**src/hdl/ifte_pkg.sv**
```systemverilog
// Shared types and constants for the image frame transform engine.
// Used by the channel interfaces, the controller, the datapath and the top level.
`timescale 1ns / 1ps

package ifte_pkg;

    // Field widths of the channels
    localparam int unsigned POS_W      = 6;
    localparam int unsigned DIM_W      = 7;
    localparam int unsigned CHAN_W     = 8;
    localparam int unsigned GAIN_W     = 12;
    localparam int unsigned MODE_W     = 3;
    localparam int unsigned CFG_IDX_W  = 3;
    localparam int unsigned CFG_DATA_W = 12;
    localparam int unsigned PIX_W      = 3 * CHAN_W;

    // Rescale numerator x*w and exposure product c*gain
    localparam int unsigned PROD_W     = POS_W + DIM_W;
    localparam int unsigned EXP_W      = CHAN_W + GAIN_W;
    localparam int unsigned GAIN_SHIFT = 8;

    localparam logic [CHAN_W-1:0] CHAN_MAX = 8'd255;

    // Frame store size defaults
    localparam int unsigned DEF_MAX_WIDTH  = 64;
    localparam int unsigned DEF_MAX_HEIGHT = 64;

    // Register reset values
    localparam logic [DIM_W-1:0]  RST_DIM  = 7'd64;
    localparam logic [GAIN_W-1:0] RST_GAIN = 12'd256;

    typedef enum logic [MODE_W-1:0] {
        MODE_INVERT    = 3'd0,
        MODE_MIRROR_X  = 3'd1,
        MODE_MIRROR_Y  = 3'd2,
        MODE_ROT_RIGHT = 3'd3,
        MODE_ROT_LEFT  = 3'd4,
        MODE_RESCALE   = 3'd5,
        MODE_EXPOSURE  = 3'd6
    } t_mode;

    typedef enum logic [CFG_IDX_W-1:0] {
        CFG_MODE       = 3'd0,
        CFG_IN_WIDTH   = 3'd1,
        CFG_IN_HEIGHT  = 3'd2,
        CFG_OUT_WIDTH  = 3'd3,
        CFG_OUT_HEIGHT = 3'd4,
        CFG_GAIN       = 3'd5
    } t_cfg_idx;

    typedef enum logic {
        OP_WRITE = 1'b0,
        OP_READ  = 1'b1
    } t_opcode;

    typedef enum logic [2:0] {
        ST_IDLE,
        ST_CHECK,
        ST_DIVIDE,
        ST_ACCESS,
        ST_RESULT
    } t_ctrl_state;

    typedef struct packed {
        t_mode             mode;
        logic [DIM_W-1:0]  in_width;
        logic [DIM_W-1:0]  in_height;
        logic [DIM_W-1:0]  out_width;
        logic [DIM_W-1:0]  out_height;
        logic [GAIN_W-1:0] gain;
    } t_cfg;

    // Controller to datapath
    typedef struct packed {
        logic capture;
        logic check_load;
        logic mem_we;
        logic div_start;
        logic div_step;
        logic mem_re;
        logic out_load;
    } t_ctrl_cmd;

    // Datapath to controller
    typedef struct packed {
        logic is_write;
        logic err;
        logic rescale;
        logic div_done;
    } t_ctrl_sts;

endpackage

```
**src/hdl/ifte_ctrl.sv**
```systemverilog
// Sequencing state machine: intake, check, divide, frame store access, result.
// Depends on ifte_pkg for the state, command and status types.
`timescale 1ns / 1ps

module ifte_ctrl (
    input  logic                i_clk,
    input  logic                i_rst_n,
    input  logic                i_in_valid,
    output logic                o_in_ready,
    input  logic                i_out_ready,
    output logic                o_out_valid,
    output ifte_pkg::t_ctrl_cmd o_cmd,
    input  ifte_pkg::t_ctrl_sts i_sts
);
    import ifte_pkg::*;

    t_ctrl_state r_state, n_state;
    logic        r_out_valid, n_out_valid;
    logic        out_free;

    // State and result-valid registers
    always_ff @(posedge i_clk) begin
        if (!i_rst_n) begin
            r_state     <= ST_IDLE;
            r_out_valid <= 1'b0;
        end else begin
            r_state     <= n_state;
            r_out_valid <= n_out_valid;
        end
    end

    assign out_free = !r_out_valid || i_out_ready;

    // Next state and commands
    always_comb begin
        n_state = r_state;
        o_cmd   = '0;
        case (r_state)
            ST_IDLE: begin
                if (i_in_valid) begin
                    o_cmd.capture = 1'b1;
                    n_state       = ST_CHECK;
                end
            end
            ST_CHECK: begin
                o_cmd.check_load = 1'b1;
                if (i_sts.is_write) begin
                    o_cmd.mem_we = !i_sts.err;
                    n_state      = ST_RESULT;
                end else if (i_sts.err) begin
                    n_state = ST_RESULT;
                end else if (i_sts.rescale) begin
                    o_cmd.div_start = 1'b1;
                    n_state         = ST_DIVIDE;
                end else begin
                    n_state = ST_ACCESS;
                end
            end
            ST_DIVIDE: begin
                o_cmd.div_step = 1'b1;
                if (i_sts.div_done) begin
                    n_state = ST_ACCESS;
                end
            end
            ST_ACCESS: begin
                o_cmd.mem_re = 1'b1;
                n_state      = ST_RESULT;
            end
            ST_RESULT: begin
                // wait for the output register to drain
                if (out_free) begin
                    o_cmd.out_load = 1'b1;
                    n_state        = ST_IDLE;
                end
            end
            default: begin
                n_state = ST_IDLE;
            end
        endcase
    end

    assign n_out_valid = o_cmd.out_load || (r_out_valid && !i_out_ready);
    assign o_in_ready  = (r_state == ST_IDLE);
    assign o_out_valid = r_out_valid;

endmodule

```
**config.mk**
```make
export PLATFORM = sky130hd
export DESIGN_NAME = ifte_ctrl
export DESIGN_NICKNAME = d
export VERILOG_FILES = /design/src/hdl/ifte_pkg.sv /design/src/hdl/ifte_ctrl.sv
export SDC_FILE = /design/constraint.sdc
export NUM_CORES = 1
export LEC_CHECK = 0
export ABC_AREA = 1
export BUFFER_PORTS_ARGS = -buffer_cell sky130_fd_sc_hd__buf_4
export CAP_MARGIN = 10
export CORE_AREA = 3 3 40 42
export CTS_BUF_LIST = sky130_fd_sc_hd__clkbuf_8
export CTS_CLUSTER_SIZE = 40
export DETAILED_ROUTE_END_ITERATION = 16
export DIE_AREA = 0 0 43 45
export GPL_TIMING_DRIVEN = 0
export HOLD_SLACK_MARGIN = 0.05
export PLACE_DENSITY_LB_ADDON = 0.08
export SYNTH_ARGS = -nofsm -noshare
export SYNTH_HDL_FRONTEND = slang
export SYNTH_SLANG_ARGS = --single-unit
export TNS_END_PERCENT = 50
```
**constraint.sdc**
```tcl
create_clock -name i_clk -period 1.05 [get_ports i_clk]
set_clock_uncertainty 0.15 [all_clocks]
set_input_delay 0.0525 -clock i_clk [delete_from_list [all_inputs] [get_ports i_clk]]
set_output_delay 0.0525 -clock i_clk [all_outputs]
set_load 0.01 [all_outputs]
```
Yosys cells after proc, flatten, opt, wreduce, memory -nomap -nowiden
Index checks and enable logic that the tools add are counted.
{"block": "word_totals", "latchBits": 0, "ramBits": 0, "reg_bits": 4, "inputBits": 8, "memories": 0, "out_inout_bits": 9, "mem_bits_ro": 0, "word_cells": 35}
{"block": "op_classes", "multipliers": 0, "eq_ne": 7, "n_mux": 18, "div_mod_pow": 0, "addsub": 0, "shifts": 0, "n_reduce_logical": 8, "order_cmp": 0, "bitwise_logic": 0}
{"op": "2-to-1 mux 3 bit", "count": 6}
{"op": "one-hot mux 3 bit (5 select lines)", "count": 1}
{"op": "2-to-1 mux 1 bit", "count": 11}
{"op": "equality test 3 x 2 -> 1 bit (second input constant)", "count": 2}
{"op": "!= test 2 bit (second input constant)", "count": 3}
{"op": "equality test 3 x 1 -> 1 bit (second input constant)", "count": 1}
{"op": "equality test 3 bit (second input constant)", "count": 1}
{"op": "logical NOT 1 bit", "count": 3}
{"op": "logical NOT 3 bit", "count": 1}
{"op": "AND reduction 3 bit", "count": 1}
{"op": "logical OR 1 bit", "count": 2}
{"op": "logical AND 1 bit", "count": 1}

Depth between registers and ports, before layout
{"block": "logic_depth", "ltp_word": 5, "depth_mapped": 5, "ltp_nobuf": 5}

Worst setup path before layout
Ideal clock, no wire load.
{"block": "synth_path", "path_type": "reg2out", "startpoint": "register r_state[0]", "endpoint": "output port o_cmd[4] (netlist bit)", "setup_slack_ps": -28, "arrival_ps": 876, "n_path_buf": 0, "stages_incl_launch_ff": 3, "t_required_ps": 847, "cell_sequence": "dfxtp_1 > nand2_2 > nor4_1"}
{"element": "start: declaration", "line_no": "ifte_ctrl.sv:17", "source": "t_ctrl_state r_state, n_state;"}
{"element": "start signal: assignment", "line_no": "ifte_ctrl.sv:27", "source": "r_state <= n_state;"}
{"element": "end: declaration", "line_no": "ifte_ctrl.sv:12", "source": "output ifte_pkg::t_ctrl_cmd o_cmd,"}

==> metrics.txt <==
headroom to the max-slew limit approximately 88%; #FFs+latches synth 4; largest net degree at the start of global routing 8; M3 GR Usage around 2.8%; DR iter-0 viols 0; crit path kind flip-flop to output port; CP arrival approximately 1.1 ns; CORE AREA 1280 µm²; Comb power frac 28.7%; CP startpoint kind flip-flop; IO Pins 17; status finished with violations; root buffer cell clkbuf_8; DIE WIDTH about 43 µm; GPL Wtd Cong roughly 0.64; Fin Hold WS -0.0398 ns; sequential power share 26.9%; Req. time, crit path approximately 0.85 ns; Crit path max-delay family flip-flops; top cell type by total area after synthesis dfxtp_1; PwrDens about 1300 nW/µm²; final antenna-violating net count 0; slowest cell on the critical path dfxtp_4; clk slew on worst S/H paths roughly 0.030 ns; Crit path largest cell delay between 0.3 and 0.4 ns; largest cells by area after synthesis dfxtp_1 29%, nor2_1 11%, inv_1 9.6%; drt via density 4.24; worst slew pin tran 0.185 ns; All-Layer GR Usage 8.49%; vias in the first global route 317; clk sinks 4; synth warn 0; max cap viols 0; routed vias 348; Initial Utilization 21.3%; met2 track demand over resource 13.5%; fmax 0.792 GHz; Post-CTS Hold Buffers 1; maximum VDD drop around 0.00073 V; synthesized area 274 µm²; most frequent cells in the layout 19 x buf_4, 7 x inv_1, 6 x nand2_1, 6 x nor2_1; setup ws final -0.213 ns; failing checks negative hold slack, negative setup slack; fraction of layout cells with a size suffix above 1 59.7%; total number of H-tree levels 1; # setup viols final 10; Hold Vio Cnt, Final 2; row count 13; most common cell after layout, fill and taps aside buf_4; GR met1 Demand/Resource 9.86%; setup_tns -1.25 ns; Finished Layout Cells 82; Inserted Clock Buffers 3; Post-Syn Nets 51; DRC violations left 0; total leakage power 0.257 nW; Die Area 1940 µm²; CP endpoint kind output port; Sw Pwr 0.196 mW; clk_lat worst skew 0.21 ns; DR pass1 iterations 1; unrepaired setup endpoints after global routing true; crit-path cells nor2_1 > nand2_1 > nor3b_2 > buf_4; Switching Fraction 27.6%; cell count after synthesis between 40 and 50; Netlist cell types 14; CTS tree yes; gr busiest metal met2; Inserted Diodes 0; antenna violations before repair 0; register area share after synthesis 29.2%; Fill cells between 100 and 150; Pint between 0.5 and 0.6 mW; Port Buffers 16; total grt overflow 0; WL/cell about 9.0 µm; Hold/Removal Path Class input pin to flip-flop; final slew viol count 0; Syn-to-layout area delta 98.6%; final WL 738 µm; final period utilization 120%; Avg Inst Size Synth about 6.4 µm²; Cells after DPL 74; nets 77; buffer and inverter count on the worst path 1; minimum clock period 1.26 ns; chip height 45 µm; maximum clock insertion buffer count 2; Post-DP HPWL 568 µm; part of the power in the clock network 44.4%; Critical Path Fanout Max 7; global-route wire length before repair 1210 µm; post-synth top area share around 29%
[worst paths after layout]
kind	from	to	slack (ns)	cells past startpoint
worst max register to register	r_state[1]$_SDFFE_PN0P_	r_state[0]$_SDFFE_PN0P_	-0.08	5
worst min register to register	o_out_valid$_SDFF_PN0_	o_out_valid$_SDFF_PN0_	0.40	4
worst max-delay path	r_state[1]$_SDFFE_PN0P_	o_cmd[3]	-0.21	4
worst min-delay path	i_out_ready	o_out_valid$_SDFF_PN0_	-0.04	4
[synthesized netlist by cell type (all sizes together)]
| master | n |
|---|---|
| nor4 | 1 |
| nor3 | 2 |
| nor2 | 11 |
| a21oi | 3 |
| nand3 | 5 |
| nand2 | 7 |
| dfxtp | 4 |
| nor3b | 1 |
| inv | 9 |
[worst min-delay path, delay by kind of cell]
family          cells  cell delay, ns
buf+inv             2            0.12
compound gates      1            0.05
simple gates        1            0.04
[per-layer routing]
metal	up-vias	part of all wire, %	wire, µm
li1	184	-	-
met1	153	44	326
met2	11	47	349
met3	0	8.4	62
met4	0	0	0
met5	-	0	0
[power groups by stage]
stage | Clock [mW] | Combinational (mW) | Sequential, mW
finish | 0.316 | 0.204 | 0.191
floorplan | 0 | 0.0953 | 0.184
global route | 0.338 | 0.225 | 0.195
global placement | 0 | 0.172 | 0.187
CTS | 0.323 | 0.197 | 0.191
detailed placement | 0 | 0.171 | 0.186
[sequential cells by signal, indices dropped and copies added (netlist names)]
signal,cells
o_out_valid,1
r_state,3
[per-stage QoR]
stage	area (µm²)	setup slack, ns	hold WS (ns)	total power [mW]	util, %
5_1_grt	544	-0.249	-0.0154	0.758	42.4
6_report	544	-0.213	-0.0398	0.711	42.4
3_5_place_dp	419	-0.0872	0.188	0.357	32.6
2_1_floorplan	280	-0.0173	-0.00899	0.279	-
4_1_cts	534	-0.227	-0.0382	0.712	41.6
3_3_place_gp	419	-0.0906	0.188	0.359	32.6
[area by class of cell]
type,instances,area [µm²],area share [%]
flip-flops and latches,4,91.3,16.8
well taps,15,18.8,3.45
inverters,9,36.3,6.67
multi-input cells,30,193,35.4
clock buffers,3,41.3,7.59
repair buffers,21,164,30.1
[what timing repair did]
item / in CTS / in global routing
pin swaps: 2 / 2
endpoints found under the setup margin: 12 / 10
gates resized for setup: 13 / 1
setup buffers: 3 / 1
hold endpoints to repair: 4 / 2
[logic make-up after synthesis]
group | synth area share (%)
DFF | 29.2
AOI/OAI and AO/OA | 6.85
and+or+nand+nor | 51.6
buffers and inverters | 12.3
(Power assumes the default switching activity.)
